==> src/rtl/core/assert_macros.svh <==
// ---------------------------------------------------------------------------
// assert_macros.svh
// Concurrent assertion macros for the lexer RTL
// ---------------------------------------------------------------------------
`ifndef ASSERT_MACROS_SVH
`define ASSERT_MACROS_SVH

// condition holds at every clock edge outside reset
`define ASSERT_ALWAYS(label, clk, rst, cond, msg) \
   label: assert property (@(posedge clk) disable iff (rst) (cond)) else $error(msg);

// antecedent implies consequent in the same cycle
`define ASSERT_IMPLIES(label, clk, rst, ante, cons, msg) \
   label: assert property (@(posedge clk) disable iff (rst) (ante) |-> (cons)) else $error(msg);

// antecedent implies consequent in the next cycle
`define ASSERT_NEXT(label, clk, rst, ante, cons, msg) \
   label: assert property (@(posedge clk) disable iff (rst) (ante) |=> (cons)) else $error(msg);

`endif

==> src/rtl/core/ttl_pkg.sv <==
// ---------------------------------------------------------------------------
// ttl_pkg
// Types, constants and byte classification for the text token lexer
// ---------------------------------------------------------------------------
package ttl_pkg;

   localparam int POS_BITS     = 16;
   localparam int OFF_BITS     = 16;
   localparam int RES_DEPTH    = 4;
   localparam int RES_PTR_BITS = $clog2(RES_DEPTH);
   localparam int RES_CNT_BITS = $clog2(RES_DEPTH + 1);

   typedef logic [POS_BITS-1:0]     pos_type;
   typedef logic [OFF_BITS-1:0]     off_type;
   typedef logic [RES_PTR_BITS-1:0] ptr_type;
   typedef logic [RES_CNT_BITS-1:0] cnt_type;

   localparam logic [2:0] KIND_STRING  = 3'd0;
   localparam logic [2:0] KIND_INT     = 3'd1;
   localparam logic [2:0] KIND_FLOAT   = 3'd2;
   localparam logic [2:0] KIND_SYMBOL  = 3'd3;
   localparam logic [2:0] KIND_IDENT   = 3'd4;
   localparam logic [2:0] KIND_UNKNOWN = 3'd5;

   localparam logic [7:0] CHR_QUOTE      = 8'h22;
   localparam logic [7:0] CHR_MINUS      = 8'h2D;
   localparam logic [7:0] CHR_DOT        = 8'h2E;
   localparam logic [7:0] CHR_UNDERSCORE = 8'h5F;
   localparam logic [7:0] CHR_BACKSPACE  = 8'h08;

   typedef struct packed {
      logic [2:0] kind;
      off_type    start_off;
      off_type    end_off;
      logic [7:0] sym;
      logic       unterm;
      logic       run_last;
   } token_type;

   typedef struct packed {
      logic [1:0] count;
      token_type  tok0;
      token_type  tok1;
   } scan_out_type;

   function automatic pos_type pos_inc(input pos_type p);
      return (p == '1) ? p : p + pos_type'(1);
   endfunction

   function automatic logic is_digit(input logic [7:0] c);
      return (c >= "0") && (c <= "9");
   endfunction

   function automatic logic is_alpha(input logic [7:0] c);
      return ((c >= "a") && (c <= "z")) || ((c >= "A") && (c <= "Z"));
   endfunction

   function automatic logic is_space(input logic [7:0] c);
      return (c == " ") || (c == 8'h09) || (c == 8'h0D) || (c == 8'h0A) ||
             (c == CHR_BACKSPACE);
   endfunction

   function automatic logic is_symbol(input logic [7:0] c);
      logic hit;
      hit = 1'b0;
      case (c) inside
         ".", ",", ":", ";", "#", "(", ")", "{", "}", "[", "]", "+", "-",
         "*", "/", "%", "&", "|", "^", "<", ">", "!", "$", "=", "?": hit = 1'b1;
         default: hit = 1'b0;
      endcase
      return hit;
   endfunction

   function automatic logic is_ident_part(input logic [7:0] c);
      return is_alpha(c) || is_digit(c) || (c == CHR_UNDERSCORE);
   endfunction

   function automatic logic is_number_part(input logic [7:0] c);
      logic [7:0] lc;
      lc = ((c >= "A") && (c <= "Z")) ? (c | 8'h20) : c;
      return is_digit(lc) || ((lc >= "a") && (lc <= "f")) || (lc == "x") ||
             (lc == "o") || (lc == "u") || (lc == "l") || (lc == CHR_MINUS) ||
             (lc == CHR_UNDERSCORE) || (lc == CHR_DOT);
   endfunction

   function automatic token_type make_tok(input logic [2:0] kind, input pos_type start_p,
                                          input pos_type end_p, input logic [7:0] sym,
                                          input logic unterm);
      token_type t;
      t.kind      = kind;
      t.start_off = off_type'(start_p);
      t.end_off   = off_type'(end_p);
      t.sym       = sym;
      t.unterm    = unterm;
      t.run_last  = 1'b0;
      return t;
   endfunction

endpackage

==> src/rtl/core/ttl_scan.sv <==
// ---------------------------------------------------------------------------
// ttl_scan
// Lexer state and per-byte token decision, up to two tokens per item
// ---------------------------------------------------------------------------
module ttl_scan (
   input  logic                  clock,
   input  logic                  reset,
   input  logic                  fire,
   input  logic [7:0]            char_byte,
   input  logic                  last_char,
   output ttl_pkg::scan_out_type scan_out
);

   typedef enum logic [2:0] {
      MODE_IDLE,
      MODE_STRING,
      MODE_NUMBER,
      MODE_IDENT,
      MODE_MINUS
   } mode_type;

   mode_type         mode_ff, mode_in, mode_mid;
   ttl_pkg::pos_type pos_ff, pos_in;
   ttl_pkg::pos_type start_ff, start_in, start_mid;
   logic             dot_ff, dot_in, dot_mid;

   ttl_pkg::pos_type   p, p1;
   logic               do_fresh;
   logic [1:0]         n;
   ttl_pkg::token_type tok [2];

   always_comb begin
      p         = pos_ff;
      p1        = ttl_pkg::pos_inc(pos_ff);
      mode_mid  = mode_ff;
      start_mid = start_ff;
      dot_mid   = dot_ff;
      do_fresh  = 1'b0;
      n         = 2'd0;
      tok[0]    = '0;
      tok[1]    = '0;

      unique case (mode_ff)
         MODE_STRING: begin
            if (char_byte == ttl_pkg::CHR_QUOTE) begin
               tok[n[0]] = ttl_pkg::make_tok(ttl_pkg::KIND_STRING, start_ff, p1, 8'd0, 1'b0);
               n         = n + 2'd1;
               mode_mid  = MODE_IDLE;
            end
         end
         MODE_NUMBER: begin
            if (ttl_pkg::is_number_part(char_byte)) begin
               if (char_byte == ttl_pkg::CHR_DOT) begin
                  dot_mid = 1'b1;
               end
            end else begin
               tok[n[0]] = ttl_pkg::make_tok(dot_ff ? ttl_pkg::KIND_FLOAT : ttl_pkg::KIND_INT,
                                             start_ff, p, 8'd0, 1'b0);
               n         = n + 2'd1;
               do_fresh  = 1'b1;
            end
         end
         MODE_IDENT: begin
            if (!ttl_pkg::is_ident_part(char_byte)) begin
               tok[n[0]] = ttl_pkg::make_tok(ttl_pkg::KIND_IDENT, start_ff, p, 8'd0, 1'b0);
               n         = n + 2'd1;
               do_fresh  = 1'b1;
            end
         end
         MODE_MINUS: begin
            if (ttl_pkg::is_digit(char_byte)) begin
               mode_mid = MODE_NUMBER;
               dot_mid  = 1'b0;
            end else begin
               tok[n[0]] = ttl_pkg::make_tok(ttl_pkg::KIND_SYMBOL, start_ff,
                                             ttl_pkg::pos_inc(start_ff), ttl_pkg::CHR_MINUS,
                                             1'b0);
               n         = n + 2'd1;
               do_fresh  = 1'b1;
            end
         end
         default: begin
            do_fresh = 1'b1;
         end
      endcase

      // byte lexed from idle
      if (do_fresh) begin
         mode_mid = MODE_IDLE;
         if (ttl_pkg::is_space(char_byte)) begin
            mode_mid = MODE_IDLE;
         end else if (char_byte == ttl_pkg::CHR_QUOTE) begin
            mode_mid  = MODE_STRING;
            start_mid = p;
         end else if (ttl_pkg::is_digit(char_byte)) begin
            mode_mid  = MODE_NUMBER;
            start_mid = p;
            dot_mid   = 1'b0;
         end else if (char_byte == ttl_pkg::CHR_MINUS) begin
            mode_mid  = MODE_MINUS;
            start_mid = p;
         end else if (ttl_pkg::is_symbol(char_byte)) begin
            tok[n[0]] = ttl_pkg::make_tok(ttl_pkg::KIND_SYMBOL, p, p1, char_byte, 1'b0);
            n         = n + 2'd1;
         end else if (ttl_pkg::is_alpha(char_byte) || char_byte == ttl_pkg::CHR_UNDERSCORE) begin
            mode_mid  = MODE_IDENT;
            start_mid = p;
         end else begin
            tok[n[0]] = ttl_pkg::make_tok(ttl_pkg::KIND_UNKNOWN, p, p1, char_byte, 1'b0);
            n         = n + 2'd1;
         end
      end

      mode_in  = mode_mid;
      start_in = start_mid;
      dot_in   = dot_mid;
      pos_in   = p1;

      // buffer end flushes the open token
      if (last_char) begin
         unique case (mode_mid)
            MODE_NUMBER: begin
               tok[n[0]] = ttl_pkg::make_tok(dot_mid ? ttl_pkg::KIND_FLOAT : ttl_pkg::KIND_INT,
                                             start_mid, p1, 8'd0, 1'b0);
               n         = n + 2'd1;
            end
            MODE_IDENT: begin
               tok[n[0]] = ttl_pkg::make_tok(ttl_pkg::KIND_IDENT, start_mid, p1, 8'd0, 1'b0);
               n         = n + 2'd1;
            end
            MODE_MINUS: begin
               tok[n[0]] = ttl_pkg::make_tok(ttl_pkg::KIND_SYMBOL, start_mid,
                                             ttl_pkg::pos_inc(start_mid), ttl_pkg::CHR_MINUS,
                                             1'b0);
               n         = n + 2'd1;
            end
            MODE_STRING: begin
               tok[n[0]] = ttl_pkg::make_tok(ttl_pkg::KIND_STRING, start_mid, p1, 8'd0, 1'b1);
               n         = n + 2'd1;
            end
            default: begin
               n = n;
            end
         endcase
         mode_in  = MODE_IDLE;
         start_in = '0;
         dot_in   = 1'b0;
         pos_in   = '0;
      end

      tok[0].run_last = (n == 2'd1);
      tok[1].run_last = 1'b1;

      scan_out.count = fire ? n : 2'd0;
      scan_out.tok0  = tok[0];
      scan_out.tok1  = tok[1];
   end

   always_ff @(posedge clock) begin
      if (reset) begin
         mode_ff  <= MODE_IDLE;
         pos_ff   <= '0;
         start_ff <= '0;
         dot_ff   <= 1'b0;
      end else if (fire) begin
         mode_ff  <= mode_in;
         pos_ff   <= pos_in;
         start_ff <= start_in;
         dot_ff   <= dot_in;
      end
   end

endmodule

==> src/rtl/core/ttl_result_fifo.sv <==
// ---------------------------------------------------------------------------
// ttl_result_fifo
// Small token queue, takes up to two tokens a cycle and gives one
// ---------------------------------------------------------------------------
`include "assert_macros.svh"

module ttl_result_fifo (
   input  logic               clock,
   input  logic               reset,
   input  logic [1:0]         push_n,
   input  ttl_pkg::token_type tok0,
   input  ttl_pkg::token_type tok1,
   input  logic               pop,
   output ttl_pkg::token_type head,
   output logic               head_valid,
   output logic               room
);

   ttl_pkg::token_type mem_ff [ttl_pkg::RES_DEPTH];
   ttl_pkg::ptr_type   wr_ptr_ff, wr_ptr_in, rd_ptr_ff, rd_ptr_in;
   ttl_pkg::cnt_type   count_ff, count_in;
   ttl_pkg::ptr_type   wr_ptr_next;

   assign wr_ptr_next = wr_ptr_ff + ttl_pkg::ptr_type'(1);
   assign wr_ptr_in   = wr_ptr_ff + ttl_pkg::ptr_type'(push_n);
   assign rd_ptr_in   = rd_ptr_ff + ttl_pkg::ptr_type'(pop);
   assign count_in    = count_ff + ttl_pkg::cnt_type'(push_n) - ttl_pkg::cnt_type'(pop);

   assign head_valid = (count_ff != '0);
   assign head       = mem_ff[rd_ptr_ff];
   assign room       = (count_ff <= ttl_pkg::cnt_type'(ttl_pkg::RES_DEPTH - 2));

   always_ff @(posedge clock) begin
      if (reset) begin
         wr_ptr_ff <= '0;
         rd_ptr_ff <= '0;
         count_ff  <= '0;
      end else begin
         wr_ptr_ff <= wr_ptr_in;
         rd_ptr_ff <= rd_ptr_in;
         count_ff  <= count_in;
      end
   end

   always_ff @(posedge clock) begin
      if (push_n != 2'd0) begin
         mem_ff[wr_ptr_ff] <= tok0;
      end
      if (push_n == 2'd2) begin
         mem_ff[wr_ptr_next] <= tok1;
      end
   end

   `ASSERT_ALWAYS(a_count_bound, clock, reset, count_ff <= ttl_pkg::cnt_type'(ttl_pkg::RES_DEPTH), "token queue overflow")
   `ASSERT_IMPLIES(a_push_room, clock, reset, push_n != 2'd0, room, "tokens pushed without room")
   `ASSERT_NEXT(a_pop_drain, clock, reset, pop && push_n == 2'd0, count_ff == $past(count_ff) - ttl_pkg::cnt_type'(1), "queue level wrong after pop")

endmodule

==> src/rtl/core/text_token_lexer.sv <==
// an accepted item waits in the input stage register until the token queue has room, then its tokens are queued
// throughput: one byte per cycle while the token queue has room for two tokens
// each token leaves at one per cycle while rsp_stall is low, so bytes that close two tokens slow the input
// the lexer state register updates once per byte and bounds the rate
// reset (synchronous): mode idle, offsets zero, input stage and token queue empty
// ---------------------------------------------------------------------------
// text_token_lexer
// Streaming lexer: one text byte per item in, tokens with kind and offsets out
// ---------------------------------------------------------------------------
module text_token_lexer (
   input  logic        clock,
   input  logic        reset,
   input  logic        req_valid,
   output logic        req_stall,
   input  logic [7:0]  req_char_byte,
   input  logic        req_last_char,
   output logic        rsp_valid,
   input  logic        rsp_stall,
   output logic [2:0]  rsp_token_kind,
   output logic [15:0] rsp_token_start,
   output logic [15:0] rsp_token_end,
   output logic [7:0]  rsp_symbol_char,
   output logic        rsp_unterminated,
   output logic        rsp_run_last
);

   logic                  s1_valid_ff, s1_valid_in;
   logic [7:0]            s1_byte_ff;
   logic                  s1_last_ff;
   logic                  s1_fire;
   logic                  room;
   logic                  req_take;
   logic                  pop;
   ttl_pkg::scan_out_type scan_out;
   ttl_pkg::token_type    head;

   assign s1_fire   = s1_valid_ff && room;
   assign req_stall = s1_valid_ff && !room;
   assign req_take  = req_valid && !req_stall;
   assign pop       = rsp_valid && !rsp_stall;

   always_comb begin
      s1_valid_in = s1_valid_ff;
      if (req_take) begin
         s1_valid_in = 1'b1;
      end else if (s1_fire) begin
         s1_valid_in = 1'b0;
      end
   end

   always_ff @(posedge clock) begin
      if (reset) begin
         s1_valid_ff <= 1'b0;
      end else begin
         s1_valid_ff <= s1_valid_in;
      end
   end

   always_ff @(posedge clock) begin
      if (req_take) begin
         s1_byte_ff <= req_char_byte;
         s1_last_ff <= req_last_char;
      end
   end

   ttl_scan u_scan (
      .clock     (clock),
      .reset     (reset),
      .fire      (s1_fire),
      .char_byte (s1_byte_ff),
      .last_char (s1_last_ff),
      .scan_out  (scan_out)
   );

   ttl_result_fifo u_fifo (
      .clock      (clock),
      .reset      (reset),
      .push_n     (scan_out.count),
      .tok0       (scan_out.tok0),
      .tok1       (scan_out.tok1),
      .pop        (pop),
      .head       (head),
      .head_valid (rsp_valid),
      .room       (room)
   );

   assign rsp_token_kind   = head.kind;
   assign rsp_token_start  = head.start_off;
   assign rsp_token_end    = head.end_off;
   assign rsp_symbol_char  = head.sym;
   assign rsp_unterminated = head.unterm;
   assign rsp_run_last     = head.run_last;

endmodule

==> config.mk <==
export PLATFORM = sky130hd
export DESIGN_NAME = text_token_lexer
export DESIGN_NICKNAME = d
export VERILOG_FILES = /design/src/rtl/core/ttl_pkg.sv /design/src/rtl/core/ttl_scan.sv /design/src/rtl/core/ttl_result_fifo.sv /design/src/rtl/core/text_token_lexer.sv
export VERILOG_INCLUDE_DIRS = /design/src /design/src/rtl/core
export SDC_FILE = /design/constraint.sdc
export NUM_CORES = 1
export LEC_CHECK = 0
export BUFFER_PORTS_ARGS = -buffer_cell sky130_fd_sc_hd__buf_4
export CAP_MARGIN = 20
export CORE_MARGIN = 2
export CORE_UTILIZATION = 60
export CTS_CLUSTER_DIAMETER = 100
export DETAILED_ROUTE_END_ITERATION = 8
export PLACE_DENSITY = 0.78
export SLEW_MARGIN = 30
export SYNTH_ARGS = -nofsm -noshare
export SYNTH_HDL_FRONTEND = slang
export SYNTH_HIERARCHICAL = 1
export SYNTH_SLANG_ARGS = --single-unit
==> constraint.sdc <==
create_clock -name clock -period 9.1 [get_ports clock]
set_clock_uncertainty 0.15 [all_clocks]
set_input_delay 2.275 -clock clock [delete_from_list [all_inputs] [get_ports clock]]
set_output_delay 2.275 -clock clock [all_outputs]
set_load 0.03 [all_outputs]
==> After elaboration in Yosys (flattened, before gate mapping) <==
Memory sizes are Yosys's and may differ from the RTL's. A register that Yosys moved wholly into a read port is not among the register bits.
Index checks and enable logic that the tools add are counted.
{ "word_totals": {"ff_bits": 53, "ramBits": 180, "inputBits": 13, "out_inout_bits": 47, "word_cells": 216, "n_memories": 1} }
{ "classes": {"n_addsub": 10, "magnitude_cmp": 15, "eq_ne": 52, "muxes": 91, "bitwise": 2, "reduce_logical": 35} }
{ "mem_list": {"columns": ["name", "depth", "width", "rd", "rd_ports_with_merged_regs", "write_ports", "line_no", "source"], "rows": [
  ["u_fifo.mem_ff", 4, 45, 1, 1, 2, "ttl_result_fifo.sv:19", "ttl_pkg::token_type mem_ff [ttl_pkg::RES_DEPTH];"]
]} }
{ "op_table": {"columns": ["operator", "n"], "rows": [
  ["90-bit 2-to-1 mux", 8],
  ["90-bit bitwise mux", 6],
  ["90-bit one-hot mux with 4 select lines", 1],
  ["16-bit 2-to-1 mux", 12],
  ["8-bit by 6-bit == test with 1-bit output (second input constant)", 23],
  ["45-bit 2-to-1 mux", 4],
  ["45-bit one-hot mux with 4 select lines", 1],
  ["8-bit by 7-bit == test with 1-bit output (second input constant)", 12],
  ["45-bit demux with 1-bit select", 2],
  ["16-bit by 1-bit adder with 16-bit output (second input constant)", 3],
  ["16-bit == test (second input constant)", 3],
  ["44-bit 2-to-1 mux", 1],
  ["42-bit 2-to-1 mux", 1],
  ["8-bit by 4-bit == test with 1-bit output (second input constant)", 4],
  ["2-bit 2-to-1 mux", 14],
  ["1-bit 2-to-1 mux", 27],
  ["3-bit 2-to-1 mux", 9],
  ["25-bit OR reduction", 1],
  ["8-bit by 7-bit greater-or-equal comparator with 1-bit output (second input constant)", 3],
  ["8-bit by 7-bit <= comparator with 1-bit output (second input constant)", 3],
  ["8-bit by 6-bit greater-or-equal comparator with 1-bit output (second input constant)", 2],
  ["8-bit by 6-bit <= comparator with 1-bit output (second input constant)", 2],
  ["1-bit logical OR", 16],
  ["3-bit by 2-bit == test with 1-bit output (second input constant)", 4],
  ["23 further kinds", 43]
]} }

==> Depth between registers and ports, before layout <==
{ "depth": {"word_depth": 31, "mapped_depth": 23, "mapped_depth_nobuf": 19} }

==> By module <==
The synthesis kept the hierarchy.
{ "modules_own_cells": {"columns": ["mod", "instances", "cells_each", "area_per_inst_um2", "seq_area_each_um2"], "rows": [
  ["ttl_result_fifo", 1, 481, 9626.7, 5545.3],
  ["ttl_scan", 1, 804, 5323.9, 720.7],
  ["text_token_lexer", 1, 15, 332.8, 290.3]
]} }

==> Worst setup path before layout <==
No wires, ideal clock.
{ "synth_timing": {"path_type": "flip-flop to flip-flop", "start": "register s1_byte_ff[0]", "end": "memory u_fifo/mem_ff[2][0] (netlist bit) (enable)", "setup_time_ns": 0.463, "arrival_ns": 6.218, "t_required_ns": 8.487, "slack_ns": 2.269, "path_stages_with_launch": 18, "path_buffers": 4, "synth_period_minus_slack_ns": 6.831, "path_cell_list": "edfxtp_1 > clkbuf_1 > or3b_1 > a21oi_1 > o211a_1 > a21boi_1 > buf_2 > nor4_4 > inv_1 > ha_1 > nor2_1 > a211o_2 > o2111a_1 > buf_6 > buf_2 > o21a_1 > or3b_2 > a21oi_1"} }
{ "synth_rtl": {"columns": ["element", "line_no", "source"], "rows": [
  ["start: declaration", "text_token_lexer.sv:28", "logic [7:0] s1_byte_ff;"],
  ["start signal: assignment", "text_token_lexer.sv:61", "s1_byte_ff <= req_char_byte;"],
  ["end: declaration", "ttl_result_fifo.sv:19", null]
]} }

==> summary.txt <==
Total track usage - 31.5%
CTS tree - built
Met2 wire length - 19300 um
Post-CTS Setup Bufs - 0
Top Layer Used - met4
Synth async-reset ratio - 0%
Core Area - 25100 um^2
Overall Power - 3.43 mW
Period minus WS final - 7.01 ns
Setup crit start kind - flip-flop
Hold Path Class - reg -> reg
Worst slack, placed - 2.19 ns
Largest net degree at the start of global routing - 47
Fin Setup TNS - 0 ns
Tightest Pin Transition - 1.06 ns
P&R area growth vs syn - 8.69%
Final wirelength - 42600 um
DRC - 0
Antenna Nets Post-Route - 0
Post-CTS sizing - 0
CP Cell Sequence - nor2b_1 > o21ai_0 > o21ai_0 > a21boi_1 > nor4_4 > inv_1 > ha_1 > nor2_1 > a211o_2 > nand3_2 > clkinv_1 > ha_1 > nand3_1 > a21oi_1 > mux2i_1 > nor2b_4 > buf_4
Deepest clock path buffer count - 3
CP endpoint kind - flip-flop
Period utilization - 77.1%
Drt wl/cell - 26.0 um
Vias per cell - 6.90
Placement row count - 58
Placed insts - 1592
EDFF count, synth - 189
Fin. Hold Viols - 0
DRC marker count from the first detailed-route iteration - 1768
Total grt overflow - 0
Critical Path RT - 9.14 ns
Filler-free cell count of the finished design - 1640
Leakage power - 5.76 nW
Max Clk Rate - 143 MHz
Critical path type - reg -> reg
# hold bufs at CTS - 0
Arr. time, crit path - 7.05 ns
HPWL Detailed - 29100 um
Layout cell share with drive strength beyond 1 - 29.0%
Starting Density - 60.9%
Diode count - 0
Met3 wire length - 4670 um
Synth Cell Area - 15300 um^2
Die height - 164 um
Synth Warn # - 6
RSZ-0062 raised after global routing - false
Clk_lat worst skew - 0.54 ns
First-pass GRT wire length - 64200 um
Final setup violation count - 0
Post-synthesis sequential area ratio - 42.9%
Clock buffer count from CTS - 25
CP max stage delay - 0.77 ns
Crit-path max FO - 25
Crit path max-delay cell type - edfxtp_1
Outcome - finished clean
# fillers - 1855
First-pass DRT Iterations - 5
Cells after synthesis - 1300
Vias in the first global route - 10669
Clk Tree Root Cell - clkbuf_16
Final Max Slew Viols - 0
Metal-1 WL - 17600 um
Initial antenna violation count - 0
Peak supply drop - 0.158 mV
Post-Syn Nets - 1325
Mean area per synthesized cell - 11.8 um^2
PwrDens - 207 nW/um^2
Max transition margin - 29.1%
# IOs - 60
Die ar. - 26800 um^2
Top_reg_cell synth - edfxtp_1
Port buffer count - 59
Total number of vias - 11308
Max Cap Viol - 0
Max H-tree Level - 1
Final nets - 1317
GP Congestion - 1.00
Synth cell types - 98
Clk sinks - 233
Yosys reg bits - 233
Die X - 164 um
Final Worst Setup Slack - 2.09 ns
Clock-pin slew on the worst setup and hold paths - 0.06 ns
through the flow:
stage	util, %	instance area, um^2	hold WS (ns)
final	66.2	16600	0.469
after global routing	66.2	16600	0.506
after CTS	65.9	16500	0.474
after detailed placement	62.6	15700	0.454
after global placement	62.2	15600	0.446
after floorplan	-	15300	0.384
layout make-up:
type | count | area, um^2 | share of cell area [%]
repair buffers | 76 | 673 | 4.05
inverters | 17 | 63.8 | 0.384
clock buffers | 27 | 633 | 3.81
flip-flops and latches | 233 | 6560 | 39.5
clock inverters | 18 | 176 | 1.06
well taps | 330 | 413 | 2.49
multi-input cells | 939 | 8090 | 48.7
worst max-delay path: cells and delay by family, from the launching register on:
family | cells | cell delay [ns]
compound gates | 5 | 1.82
fa+ha+maj | 2 | 0.71
buf+inv | 3 | 0.90
flops | 1 | 0.77
mux | 1 | 0.33
simple gates | 6 | 1.93
cell usage after synthesis (7+ instances only):
library cell | count | area (um^2)
edfxtp_1 | 189 | 5680
nor2_1 | 137 | 514
mux2_4 | 110 | 1650
mux2_2 | 75 | 845
nand2_1 | 62 | 233
clkbuf_1 | 58 | 218
mux4_2 | 45 | 1010
dfxtp_1 | 44 | 881
a21oi_1 | 43 | 215
o21ai_0 | 39 | 195
a22oi_1 | 36 | 270
nand3_1 | 33 | 165
nor3_1 | 31 | 155
buf_2 | 26 | 130
nor2b_1 | 25 | 156
xnor2_1 | 24 | 210
a211oi_1 | 20 | 150
a22o_1 | 18 | 158
mux2i_1 | 17 | 170
xor2_1 | 17 | 149
nand4_1 | 16 | 100
inv_1 | 15 | 56.3
buf_6 | 14 | 158
and2_1 | 13 | 81.3
and3_1 | 11 | 68.8
ha_1 | 11 | 138
o22ai_1 | 11 | 68.8
a31oi_1 | 9 | 56.3
buf_4 | 8 | 60.1
nand2b_1 | 8 | 50.1
a221oi_1 | 7 | 61.3
o211ai_1 | 7 | 52.6
or3_1 | 7 | 43.8
layer usage:
metal	up-vias	global-route usage (%)
met5	-	0
met4	0	8.61
met3	91	7.64
met2	743	48.4
met1	5508	44.8
li1	4966	-
layout by cell type, fill, tap and decap left out, drive strengths merged, types with 28 or more instances in the layout:
master,count
o21ai,43
nand2,62
dfxtp,44
nor3,31
nor2,137
nand3,34
mux4,45
clkbuf,28
buf,75
a22oi,36
a21oi,43
mux2,187
edfxtp,189
final timing paths:
path | from | end | slack [ns] | cells past startpoint
worst max-delay path | s1_byte_ff[2]$_DFFE_PP_ | u_fifo/mem_ff[3][17]$_DFFE_PP_ | 2.09 | 17
worst min-delay path | s1_valid_ff$_SDFFE_PP0P_ | s1_valid_ff$_SDFFE_PP0P_ | 0.47 | 2
worst max register to register | s1_byte_ff[2]$_DFFE_PP_ | u_fifo/mem_ff[3][17]$_DFFE_PP_ | 2.09 | 17
worst min register to register | s1_valid_ff$_SDFFE_PP0P_ | s1_valid_ff$_SDFFE_PP0P_ | 0.47 | 2
state kept, by name, summed over array words and instances, names as in the netlist:
register          count
u_fifo/count_ff       3
u_fifo/rd_ptr_ff      2
u_scan/mode_ff        3
u_fifo/wr_ptr_ff      2
u_fifo/mem_ff       180
u_scan/start_ff      16
s1_valid_ff           1
s1_byte_ff            8
s1_last_ff            1
u_scan/dot_ff         1
u_scan/p             16
logic make-up (layout without fill, tap and decap cells):
group	count (synthesis)	count (layout)	synth area share (%)
mux	250	250	24.4
buf+inv	128	138	4.67
compound gates	254	254	11.9
fa+ha+maj	12	12	1.03
xor+xnor	43	43	2.65
flops	233	233	42.9
other cells	1	1	0.0245
simple gates	379	379	12.5
power breakdown:
group          internal [mW]  total (mW)  switching, mW
clock network          0.590        1.02          0.429
logic                  0.472        1.08          0.613
registers               1.26        1.33         0.0648
Power figures use the tool's default switching activity.
